<file path="src/rtl/ldd_pkg.sv">
package ldd_pkg;

   localparam logic [7:0]  START_BYTE  = 8'hF4;
   localparam logic [7:0]  END_BYTE    = 8'hF5;
   localparam logic [16:0] ECHO_POS    = 17'd6;
   localparam logic [15:0] LIMIT_RESET = 16'd3000;
   localparam logic [7:0]  STALL_RESET = 8'd10;
   localparam int          QUEUE_DEPTH = 4;
   localparam int          QUEUE_AW    = $clog2(QUEUE_DEPTH);

   typedef enum logic [1:0] {
      KIND_DATA = 2'd0,
      KIND_GOOD = 2'd1,
      KIND_DROP = 2'd2
   } kind_type;

   typedef enum logic {
      REG_LENGTH_LIMIT = 1'b0,
      REG_STALL_LIMIT  = 1'b1
   } reg_index_type;

   typedef struct packed {
      kind_type    kind;
      logic [7:0]  data_byte;
      logic [16:0] frame_length;
   } result_type;

   typedef struct packed {
      logic       pair;
      result_type first;
      result_type second;
   } entry_type;

   typedef struct packed {
      logic [15:0] length_limit;
      logic [7:0]  stall_limit;
   } cfg_type;

   function automatic result_type make_data(input logic [7:0] b);
      result_type r;
      r.kind         = KIND_DATA;
      r.data_byte    = b;
      r.frame_length = '0;
      return r;
   endfunction

   function automatic result_type make_good(input logic [16:0] len);
      result_type r;
      r.kind         = KIND_GOOD;
      r.data_byte    = '0;
      r.frame_length = len;
      return r;
   endfunction

   function automatic result_type make_drop();
      result_type r;
      r.kind         = KIND_DROP;
      r.data_byte    = '0;
      r.frame_length = '0;
      return r;
   endfunction

endpackage

</file>
<file path="src/rtl/ldd_front.sv">
module ldd_front (
   input  logic              clock,
   input  logic              reset,
   input  ldd_pkg::cfg_type  cfg,
   input  logic              accept,
   input  logic              opcode,
   input  logic [7:0]        rx_byte,
   output logic              entry_push,
   output ldd_pkg::entry_type entry
);
   import ldd_pkg::*;

   typedef enum logic [2:0] {
      PH_HUNT    = 3'd0,
      PH_LEN_HI  = 3'd1,
      PH_LEN_LO  = 3'd2,
      PH_PAYLOAD = 3'd3,
      PH_END     = 3'd4,
      PH_BAD5    = 3'd5,
      PH_BAD6    = 3'd6,
      PH_BAD7    = 3'd7
   } phase_type;

   phase_type   phase_ff, phase_in, prev_phase_ff, prev_phase_in;
   logic [7:0]  length_high_ff, length_high_in, length_low_ff, length_low_in;
   logic [15:0] remaining_ff, remaining_in;
   logic [16:0] stored_ff, stored_in;
   logic [7:0]  stall_ff, stall_in;
   logic        echo_bad_ff, echo_bad_in;
   logic        has_result;
   logic [7:0]  stall_inc;

   assign stall_inc = (stall_ff == 8'hFF) ? stall_ff : stall_ff + 8'd1;

   always_comb begin
      phase_in       = phase_ff;
      prev_phase_in  = prev_phase_ff;
      length_high_in = length_high_ff;
      length_low_in  = length_low_ff;
      remaining_in   = remaining_ff;
      stored_in      = stored_ff;
      stall_in       = stall_ff;
      echo_bad_in    = echo_bad_ff;
      has_result     = 1'b0;
      entry.pair     = 1'b0;
      entry.first    = make_drop();
      entry.second   = make_drop();
      if (opcode) begin
         if (phase_ff != PH_HUNT && phase_ff == prev_phase_ff) begin
            stall_in = stall_inc;
            if (stall_inc > cfg.stall_limit) begin
               phase_in    = PH_HUNT;
               stored_in   = '0;
               echo_bad_in = 1'b0;
               has_result  = 1'b1;
            end
         end else begin
            stall_in      = '0;
            prev_phase_in = phase_ff;
         end
      end else begin
         case (phase_ff)
            PH_HUNT: begin
               if (rx_byte == START_BYTE) phase_in = PH_LEN_HI;
            end
            PH_LEN_HI: begin
               length_high_in = rx_byte;
               phase_in       = PH_LEN_LO;
            end
            PH_LEN_LO: begin
               length_low_in = rx_byte;
               remaining_in  = {length_high_ff, rx_byte};
               stored_in     = 17'd2;
               echo_bad_in   = 1'b0;
               phase_in      = PH_PAYLOAD;
               has_result    = 1'b1;
               entry.pair    = 1'b1;
               entry.first   = make_data(length_high_ff);
               entry.second  = make_data(rx_byte);
            end
            PH_PAYLOAD: begin
               has_result = 1'b1;
               if (remaining_ff != '0 && remaining_ff < cfg.length_limit) begin
                  remaining_in = remaining_ff - 16'd1;
                  stored_in    = stored_ff + 17'd1;
                  entry.first  = make_data(rx_byte);
                  if (remaining_ff == 16'd1) phase_in = PH_END;
                  if (stored_in == ECHO_POS - 17'd1) echo_bad_in = (rx_byte != length_high_ff);
                  if (stored_in == ECHO_POS && (echo_bad_ff || rx_byte != length_low_ff)) begin
                     phase_in    = PH_HUNT;
                     stored_in   = '0;
                     echo_bad_in = 1'b0;
                     entry.pair  = 1'b1;
                  end
               end else begin
                  phase_in    = PH_HUNT;
                  stored_in   = '0;
                  echo_bad_in = 1'b0;
               end
            end
            PH_END: begin
               has_result = 1'b1;
               if (rx_byte == END_BYTE) begin
                  entry.first = make_good(stored_ff);
                  phase_in    = PH_HUNT;
               end else begin
                  phase_in    = PH_HUNT;
                  stored_in   = '0;
                  echo_bad_in = 1'b0;
               end
            end
            default: begin
               has_result  = 1'b1;
               phase_in    = PH_HUNT;
               stored_in   = '0;
               echo_bad_in = 1'b0;
            end
         endcase
      end
   end

   assign entry_push = accept && has_result;

   always_ff @(posedge clock) begin
      if (reset) begin
         phase_ff       <= PH_HUNT;
         prev_phase_ff  <= PH_HUNT;
         length_high_ff <= '0;
         length_low_ff  <= '0;
         remaining_ff   <= '0;
         stored_ff      <= '0;
         stall_ff       <= '0;
         echo_bad_ff    <= 1'b0;
      end else if (accept) begin
         phase_ff       <= phase_in;
         prev_phase_ff  <= prev_phase_in;
         length_high_ff <= length_high_in;
         length_low_ff  <= length_low_in;
         remaining_ff   <= remaining_in;
         stored_ff      <= stored_in;
         stall_ff       <= stall_in;
         echo_bad_ff    <= echo_bad_in;
      end
   end

endmodule

</file>
<file path="src/rtl/ldd_queue.sv">
module ldd_queue (
   input  logic               clock,
   input  logic               reset,
   input  logic               wr_en,
   input  ldd_pkg::entry_type wr_entry,
   output logic               full,
   input  logic               rd_en,
   output ldd_pkg::entry_type rd_entry,
   output logic               rd_valid
);
   import ldd_pkg::*;

   entry_type           slot_ff [QUEUE_DEPTH];
   logic [QUEUE_AW-1:0] wr_ptr_ff, wr_ptr_in, rd_ptr_ff, rd_ptr_in;
   logic [QUEUE_AW:0]   count_ff, count_in;
   logic                do_wr, do_rd;

   assign full     = (count_ff == (QUEUE_AW+1)'(QUEUE_DEPTH));
   assign rd_valid = (count_ff != '0);
   assign rd_entry = slot_ff[rd_ptr_ff];
   assign do_wr    = wr_en && !full;
   assign do_rd    = rd_en && rd_valid;

   always_comb begin
      wr_ptr_in = do_wr ? wr_ptr_ff + QUEUE_AW'(1) : wr_ptr_ff;
      rd_ptr_in = do_rd ? rd_ptr_ff + QUEUE_AW'(1) : rd_ptr_ff;
      count_in  = count_ff;
      if (do_wr && !do_rd) count_in = count_ff + (QUEUE_AW+1)'(1);
      if (!do_wr && do_rd) count_in = count_ff - (QUEUE_AW+1)'(1);
   end

   always_ff @(posedge clock) begin
      if (do_wr) slot_ff[wr_ptr_ff] <= wr_entry;
   end

   always_ff @(posedge clock) begin
      if (reset) begin
         wr_ptr_ff <= '0;
         rd_ptr_ff <= '0;
         count_ff  <= '0;
      end else begin
         wr_ptr_ff <= wr_ptr_in;
         rd_ptr_ff <= rd_ptr_in;
         count_ff  <= count_in;
      end
   end

endmodule

</file>
<file path="src/rtl/ldd_back.sv">
module ldd_back (
   input  logic               clock,
   input  logic               reset,
   input  ldd_pkg::entry_type q_entry,
   input  logic               q_valid,
   output logic               q_pop,
   output logic               empty,
   input  logic               pop,
   output logic [1:0]         kind,
   output logic [7:0]         data_byte,
   output logic [16:0]        frame_length,
   output logic               last
);
   import ldd_pkg::*;

   entry_type  hold_ff, hold_in;
   logic       valid_ff, valid_in;
   logic       idx_ff, idx_in;
   result_type cur;
   logic       take_out, done;

   assign cur          = idx_ff ? hold_ff.second : hold_ff.first;
   assign kind         = cur.kind;
   assign data_byte    = cur.data_byte;
   assign frame_length = cur.frame_length;
   assign last         = (idx_ff == hold_ff.pair);
   assign empty        = !valid_ff;

   assign take_out = valid_ff && pop;
   assign done     = take_out && last;
   assign q_pop    = q_valid && (!valid_ff || done);

   always_comb begin
      hold_in  = hold_ff;
      valid_in = valid_ff;
      idx_in   = idx_ff;
      if (take_out && !last) begin
         idx_in = 1'b1;
      end else if (q_pop) begin
         hold_in  = q_entry;
         valid_in = 1'b1;
         idx_in   = 1'b0;
      end else if (done) begin
         valid_in = 1'b0;
         idx_in   = 1'b0;
      end
   end

   always_ff @(posedge clock) begin
      hold_ff <= hold_in;
   end

   always_ff @(posedge clock) begin
      if (reset) begin
         valid_ff <= 1'b0;
         idx_ff   <= 1'b0;
      end else begin
         valid_ff <= valid_in;
         idx_ff   <= idx_in;
      end
   end

endmodule

</file>
<file path="src/rtl/length_framed_byte_deframer_top.sv">
// Length-framed byte deframer.
// Input queue port: present a word (req_opcode, req_rx_byte) with push; it is
// taken on a clock edge where push is high and full is low. Opcode 0 carries a
// received byte, opcode 1 a watchdog tick.
// Result queue port: while empty is low the oldest result word sits on the
// rsp_ ports; pop takes it. A byte may cause zero, one or two result words;
// rsp_last marks the final word caused by one input word.
// A result word passes through the queue and then the output stage's hold register
// before it is visible. One input word per cycle is taken while full is low; the
// parser's next state is combinational. Output drains one word per cycle while pop
// is high, so an input that causes two words holds the result side until both pop.
// A four-entry queue sits between the parser and the output stage; when the
// receiver stops popping, the queue fills and full rises, stalling the input.
// Config registers via the APB port: 0x0 length limit, 0x4 stall limit.
// Write only while idle. Reset (synchronous) empties the queue, returns the
// parser to start-byte hunt and loads the limits with 3000 and 10.
module length_framed_byte_deframer_top (
   input  logic        clock,
   input  logic        reset,
   input  logic        push,
   output logic        full,
   input  logic        req_opcode,
   input  logic [7:0]  req_rx_byte,
   output logic        empty,
   input  logic        pop,
   output logic [1:0]  rsp_kind,
   output logic [7:0]  rsp_data_byte,
   output logic [16:0] rsp_frame_length,
   output logic        rsp_last,
   input  logic        psel,
   input  logic        penable,
   input  logic        pwrite,
   input  logic [2:0]  paddr,
   input  logic [31:0] pwdata,
   output logic [31:0] prdata,
   output logic        pready
);
   import ldd_pkg::*;

   cfg_type       cfg_ff, cfg_in;
   reg_index_type reg_sel;
   logic          csr_write;
   logic          accept;
   logic          entry_push;
   entry_type     entry, q_entry;
   logic          q_valid, q_pop;

   assign pready    = 1'b1;
   assign reg_sel   = reg_index_type'(paddr[2]);
   assign csr_write = psel && penable && pwrite && pready;

   always_comb begin
      cfg_in = cfg_ff;
      if (csr_write) begin
         case (reg_sel)
            REG_LENGTH_LIMIT: cfg_in.length_limit = pwdata[15:0];
            REG_STALL_LIMIT:  cfg_in.stall_limit  = pwdata[7:0];
            default:          cfg_in = cfg_ff;
         endcase
      end
   end

   always_comb begin
      case (reg_sel)
         REG_LENGTH_LIMIT: prdata = {16'd0, cfg_ff.length_limit};
         REG_STALL_LIMIT:  prdata = {24'd0, cfg_ff.stall_limit};
         default:          prdata = '0;
      endcase
   end

   always_ff @(posedge clock) begin
      if (reset) begin
         cfg_ff.length_limit <= LIMIT_RESET;
         cfg_ff.stall_limit  <= STALL_RESET;
      end else begin
         cfg_ff <= cfg_in;
      end
   end

   assign accept = push && !full;

   ldd_front u_front (
      .clock      (clock),
      .reset      (reset),
      .cfg        (cfg_ff),
      .accept     (accept),
      .opcode     (req_opcode),
      .rx_byte    (req_rx_byte),
      .entry_push (entry_push),
      .entry      (entry)
   );

   ldd_queue u_queue (
      .clock    (clock),
      .reset    (reset),
      .wr_en    (entry_push),
      .wr_entry (entry),
      .full     (full),
      .rd_en    (q_pop),
      .rd_entry (q_entry),
      .rd_valid (q_valid)
   );

   ldd_back u_back (
      .clock        (clock),
      .reset        (reset),
      .q_entry      (q_entry),
      .q_valid      (q_valid),
      .q_pop        (q_pop),
      .empty        (empty),
      .pop          (pop),
      .kind         (rsp_kind),
      .data_byte    (rsp_data_byte),
      .frame_length (rsp_frame_length),
      .last         (rsp_last)
   );

endmodule

</file>
<file path="config.mk">
export PLATFORM = sky130hd
export DESIGN_NAME = length_framed_byte_deframer_top
export DESIGN_NICKNAME = d
export VERILOG_FILES = /design/src/rtl/ldd_pkg.sv /design/src/rtl/ldd_front.sv /design/src/rtl/ldd_queue.sv /design/src/rtl/ldd_back.sv /design/src/rtl/length_framed_byte_deframer_top.sv
export SDC_FILE = /design/constraint.sdc
export NUM_CORES = 1
export LEC_CHECK = 0
export ABC_AREA = 0
export BUFFER_PORTS_ARGS = -buffer_cell sky130_fd_sc_hd__buf_2
export CELL_PAD_IN_SITES_DETAIL_PLACEMENT = 0
export CELL_PAD_IN_SITES_GLOBAL_PLACEMENT = 2
export CORE_ASPECT_RATIO = 1.2
export CORE_MARGIN = 1
export CORE_UTILIZATION = 47
export DETAILED_ROUTE_END_ITERATION = 16
export PLACE_DENSITY_LB_ADDON = 0.1
export RECOVER_POWER = 25
export REMOVE_ABC_BUFFERS = 1
export SLEW_MARGIN = 20
export SYNTH_ARGS = -nofsm -noshare
export SYNTH_HDL_FRONTEND = slang
export SYNTH_HIERARCHICAL = 1
export SYNTH_SLANG_ARGS = --single-unit
</file>
<file path="constraint.sdc">
create_clock -name clock -period 7.3 [get_ports clock]
set_input_delay 1.46 -clock clock [delete_from_list [all_inputs] [get_ports clock]]
set_output_delay 1.46 -clock clock [all_outputs]
set_load 0.05 [all_outputs]
</file>
==> flow_summary.html <==
<table>
<tr><th>Metric</th><th>Value</th></tr>
<tr><th colspan="2">Floorplanning</th></tr>
<tr><td>Total core area</td><td>0.0358 mm^2</td></tr>
<tr><td>Row count</td><td>76</td></tr>
<tr><td>Die X-Extent</td><td>176 um</td></tr>
<tr><td>Starting density of the core</td><td>0.476</td></tr>
<tr><td>Full die area</td><td>0.0371 mm^2</td></tr>
<tr><td>Overall die height</td><td>211 um</td></tr>
<tr><td>I/O pin count</td><td>114</td></tr>
<tr><th colspan="2">Routing</th></tr>
<tr><td>Total iterations of the first detailed-routing run</td><td>5</td></tr>
<tr><td>Met2 Routed Length</td><td>17,600 um</td></tr>
<tr><td>Routed wire per std cell</td><td>19.0 um</td></tr>
<tr><td>WL met1</td><td>15,000 um</td></tr>
<tr><td>Detailed-route vias per instance</td><td>5.36</td></tr>
<tr><td>Top Layer Used</td><td>met5</td></tr>
<tr><td>Routed WL</td><td>34,400 um</td></tr>
<tr><td>Detailed-route via count</td><td>9,713</td></tr>
<tr><td>DRC</td><td>0</td></tr>
<tr><td>Routed length on met3</td><td>1100 um</td></tr>
<tr><td>Initial DRC count</td><td>530</td></tr>
<tr><td>Detail Route Antenna Nets</td><td>0</td></tr>
<tr><th colspan="2">Power and ir drop</th></tr>
<tr><td>Fraction of power consumed by the clock network</td><td>0.453</td></tr>
<tr><td>Internal portion of total power</td><td>3510 uW</td></tr>
<tr><td>Share of total power consumed by net switching</td><td>0.209</td></tr>
<tr><td>Power per cell area</td><td>236 mW/mm^2</td></tr>
<tr><td>Share of power burned in combinational logic</td><td>0.033</td></tr>
<tr><td>Share of power burned in registers</td><td>0.514</td></tr>
<tr><td>Power dissipated by switching net loads</td><td>929 uW</td></tr>
<tr><td>Worst VDD drop</td><td>0.142 mV</td></tr>
<tr><td>Reported leakage power</td><td>0.00647 uW</td></tr>
<tr><th colspan="2">Timing</th></tr>
<tr><td>RSZ-0062 raised after global routing</td><td>false</td></tr>
<tr><td>Sum of negative setup slack</td><td>0 ps</td></tr>
<tr><td>Highest achievable clock rate</td><td>186 MHz</td></tr>
<tr><td>Final hold violation count</td><td>0</td></tr>
<tr><td>Worst Max-Slew Pin Slew</td><td>3740 ps</td></tr>
<tr><td>Final Cycle Share</td><td>0.736</td></tr>
<tr><td>Worst Skew</td><td>23.2 ps</td></tr>
<tr><td>Remaining max-slew budget at the tightest pin</td><td>-1.49</td></tr>
<tr><td>Endpoints failing setup</td><td>0</td></tr>
<tr><td>Post-route minimum period</td><td>5370 ps</td></tr>
<tr><td>Number of slew-limit violations in the final report</td><td>289</td></tr>
<tr><td>Worst hold slack across all endpoints</td><td>469 ps</td></tr>
<tr><th colspan="2">Global routing</th></tr>
<tr><td>Pin count of the biggest net entering global routing</td><td>91</td></tr>
<tr><td>Total global-route track usage</td><td>0.191</td></tr>
<tr><td>Number of global-route vias before repair</td><td>9,864</td></tr>
<tr><td>Overall overflow remaining after global route</td><td>0</td></tr>
<tr><td>Antenna violations before repair</td><td>1</td></tr>
<tr><td>Global-route wire length before repair</td><td>54,900 um</td></tr>
<tr><th colspan="2">Worst setup path</th></tr>
<tr><td>Reg-to-reg endpoint</td><td>u_queue/slot_ff[3][18]</td></tr>
<tr><td>Top cell family by delay on the critical path</td><td>buffers and inverters</td></tr>
<tr><td>Cell repeated most along the worst path</td><td>clkbuf_1</td></tr>
<tr><td>Sum of buffers and inverters on the critical path</td><td>2</td></tr>
<tr><td>Worst setup path endpoint</td><td>cfg_ff[10]</td></tr>
<tr><td>Largest stage delay on the critical path</td><td>2680 ps</td></tr>
<tr><td>Slowest cell on the critical path</td><td>clkbuf_1</td></tr>
<tr><td>Setup Crit Path Kind</td><td>primary input to flip-flop</td></tr>
<tr><td>Internal reg-to-reg setup slack</td><td>2150 ps</td></tr>
<tr><td>Cell count of the worst reg-to-reg path</td><td>15</td></tr>
<tr><td>Worst path arrival time</td><td>5750 ps</td></tr>
<tr><td>Worst-path fanout max</td><td>90</td></tr>
<tr><td>Required time worst endpoint</td><td>7670 ps</td></tr>
<tr><td>CP startpoint kind</td><td>primary input</td></tr>
<tr><td>Cell breakdown of the critical path</td><td>clkbuf_1 &gt; clkbuf_1 &gt; nand2b_1 &gt; mux2i_1</td></tr>
<tr><td>Launch point of the critical path</td><td>reset</td></tr>
<tr><td>Crit. path cell count</td><td>4</td></tr>
<tr><td>Worst reg2reg path startpoint</td><td>u_front/stall_ff[3]</td></tr>
<tr><td>Critical path capture point type</td><td>flip-flop</td></tr>
<tr><th colspan="2">Layout</th></tr>
<tr><td>Area taken by flip-flops and latches</td><td>0.0102 mm^2</td></tr>
<tr><td>Filler cell count</td><td>3,048</td></tr>
<tr><td>Area of the multi-input gates</td><td>0.00608 mm^2</td></tr>
<tr><td>Fraction of final layout cells sized beyond drive strength 1</td><td>0.190</td></tr>
<tr><td>Area growth syn-to-layout</td><td>10.3%</td></tr>
<tr><td>Final net count</td><td>1,402</td></tr>
<tr><td>Final Core Density</td><td>0.525</td></tr>
<tr><td>Non-filler instance count after layout</td><td>1,812</td></tr>
<tr><td>Leading cell type in the layout, fill and taps excluded</td><td>edfxtp_1</td></tr>
<tr><td>Highest-count cells in the layout ignoring fill and taps</td><td>edfxtp_1, dfxtp_1, nor2_1</td></tr>
<tr><td>Inserted Diodes</td><td>0</td></tr>
<tr><th colspan="2">Synth</th></tr>
<tr><td>Post-Syn Area</td><td>0.0171 mm^2</td></tr>
<tr><td>Count of mapped cells out of synthesis</td><td>1,262</td></tr>
<tr><td>Number of distinct library cell variants in the gate-level netlist after synthesis</td><td>86</td></tr>
<tr><td>Proportion of synthesized flip-flops having asynchronous set or reset</td><td>0</td></tr>
<tr><td>Combinational family with the most area after synthesis</td><td>multiplexers</td></tr>
<tr><td>Proportion of synthesized area in mux cells</td><td>0.122</td></tr>
<tr><td>Most used flip-flop cell after synthesis</td><td>edfxtp_1</td></tr>
<tr><td>Sequential area share after synthesis</td><td>0.600</td></tr>
<tr><td>Number of synthesized register bits</td><td>374</td></tr>
<tr><td>Xor and xnor fraction of the mapped netlist area</td><td>0.0190</td></tr>
<tr><td>Synth Area in Simple Gates</td><td>0.116</td></tr>
<tr><td>Compound-cell area share of the yosys netlist</td><td>0.0648</td></tr>
<tr><td>Number of enable-type register cells in the synthesized netlist</td><td>275</td></tr>
<tr><td>Mean area per synthesized cell</td><td>13.5 um^2</td></tr>
<tr><td>Post-Synth Adder-Cell Area</td><td>0.0261</td></tr>
<tr><td>Number of warnings reported in the yosys synthesis log</td><td>6</td></tr>
<tr><th colspan="2">CTS</th></tr>
<tr><td>TritonCTS clock tree</td><td>built</td></tr>
<tr><td>Insertion delay to the later sink of the worst-skew pair</td><td>550 ps</td></tr>
<tr><td>Post-CTS setup repair buffer count</td><td>0</td></tr>
<tr><td>TritonCTS buffer count</td><td>39</td></tr>
<tr><td>Number of gates given a new drive strength after cts</td><td>0</td></tr>
<tr><td>Clk slew on worst S/H paths</td><td>50 ps</td></tr>
<tr><td>Clock H-tree levels</td><td>2</td></tr>
<tr><td>Clock buffer depth</td><td>3</td></tr>
<tr><td>Clock root buffer</td><td>clkbuf_16</td></tr>
<tr><td>Clk sinks</td><td>374</td></tr>
<tr><td>Count of hold buffers inserted by post-cts repair</td><td>0</td></tr>
<tr><th colspan="2">Flow run</th></tr>
<tr><td>Max-Cap Viols</td><td>7</td></tr>
<tr><th colspan="2">Placed design</th></tr>
<tr><td>Total of buffers placed on input and output ports</td><td>78</td></tr>
<tr><td>Number of instances in the placed design</td><td>1,743</td></tr>
<tr><td>GP Congestion</td><td>0.751</td></tr>
<tr><td>Placed wire-length estimate</td><td>21,600 um</td></tr>
<tr><th colspan="2">Hold path</th></tr>
<tr><td>Worst min path class</td><td>flip-flop to flip-flop</td></tr>
<tr><th colspan="2">Status</th></tr>
<tr><td>Violated checks</td><td>max-capacitance violations, max-slew violations</td></tr>
<tr><td>Run status</td><td>finished, violations left</td></tr>
</table>
cell type report:
type	instances	share of cell area
inverters	44	0.00877
repair buffers	89	0.0244
well taps	468	0.0311
multi-input cells	768	0.323
flip-flops and latches	374	0.544
clock buffers	50	0.0573
clock inverters	19	0.0118
flip-flops by register name (all words and copies together) (netlist names), 3 cells and up, named ones only:
signal / count
u_queue/slot_ff: 220
u_queue/count_ff: 3
u_back/hold_ff: 55
u_front/stored_ff: 17
u_front/length_low_ff: 8
u_front/prev_phase_ff: 3
u_front/remaining_ff: 16
u_front/phase_ff: 3
u_front/stall_ff: 8
cfg_ff: 24
u_front/length_high_ff: 8
tightest hold or removal path: cells and delay by family, from the launching register on:
family           cells  cell delay (ps)
AO/OA/AOI/OAI        1               50
flip-flops           1              310
AND/OR/NAND/NOR      1               50
worst min path at each step:
stage,slack (ps),to,from,cells after the start
finish,470,u_front/length_low_ff[2],u_front/length_low_ff[2],2
global route,490,u_front/length_low_ff[6],u_front/length_low_ff[6],2
CTS,470,u_front/length_low_ff[2],u_front/length_low_ff[2],2
detailed placement,460,u_front/length_low_ff[7],u_front/length_low_ff[7],2
global placement,450,u_front/length_low_ff[1],u_front/length_low_ff[1],2
floorplan,440,u_front/prev_phase_ff[0],u_front/prev_phase_ff[0],2
power groups by stage:
stage / Combinational, uW / Sequential (uW) / Clock (uW)
3_5_place_dp: 147 / 2330 / 0
2_1_floorplan: 95.2 / 2320 / 0
4_1_cts: 147 / 2280 / 2070
5_1_grt: 159 / 2280 / 2140
6_report: 146 / 2280 / 2010
3_3_place_gp: 146 / 2320 / 0
synth_stat cells (all sizes together), types with 9 or more instances:
cell type,count,area share
mux2i,39,0.023
nor4,15,0.0066
inv,44,0.0097
nor2,91,0.020
dfxtp,99,0.12
xnor2,28,0.014
mux2,36,0.026
a21oi,50,0.015
nand3,26,0.0076
nand4,16,0.0062
ha,34,0.025
a22oi,19,0.0084
mux4,55,0.074
nor3,9,0.0033
and2,34,0.012
clkbuf,37,0.0082
o21ai,35,0.010
nor2b,20,0.0073
nand2,75,0.017
or3,10,0.0045
xor2,9,0.0046
buf,71,0.034
o31ai,10,0.0068
nand2b,42,0.015
edfxtp,275,0.48
logic make-up (layout without fill, tap and decap cells):
logic type                 Yosys count  in the layout
other                                3             35
xor gates and xnor gates            37             37
AOI/OAI and AO/OA                  159            159
muxes                              130            130
DFF                                374            374
buffers and inverters              152            202
adders and majority gates           35             35
and+or+nand+nor                    372            372
routing by layer:
metal / vias up / global-route usage
met2: 156 / 0.340
met4: 2 / 0.0516
met3: 49 / 0.0277
li1: 4734 / -
met1: 4772 / 0.241
met5: - / 0
stage by stage:
stage                     worst slack (ps)  total power [uW]  area [um^2]
after floorplan                       2350              2420        16500
after global placement                1910              2470        17600
after detailed placement              1920              2470        17600
after CTS                             1960              4490        18900
after global routing                  1380              4580        18800
final                                 1930              4440        18800
Power figures use the tool's default switching activity.
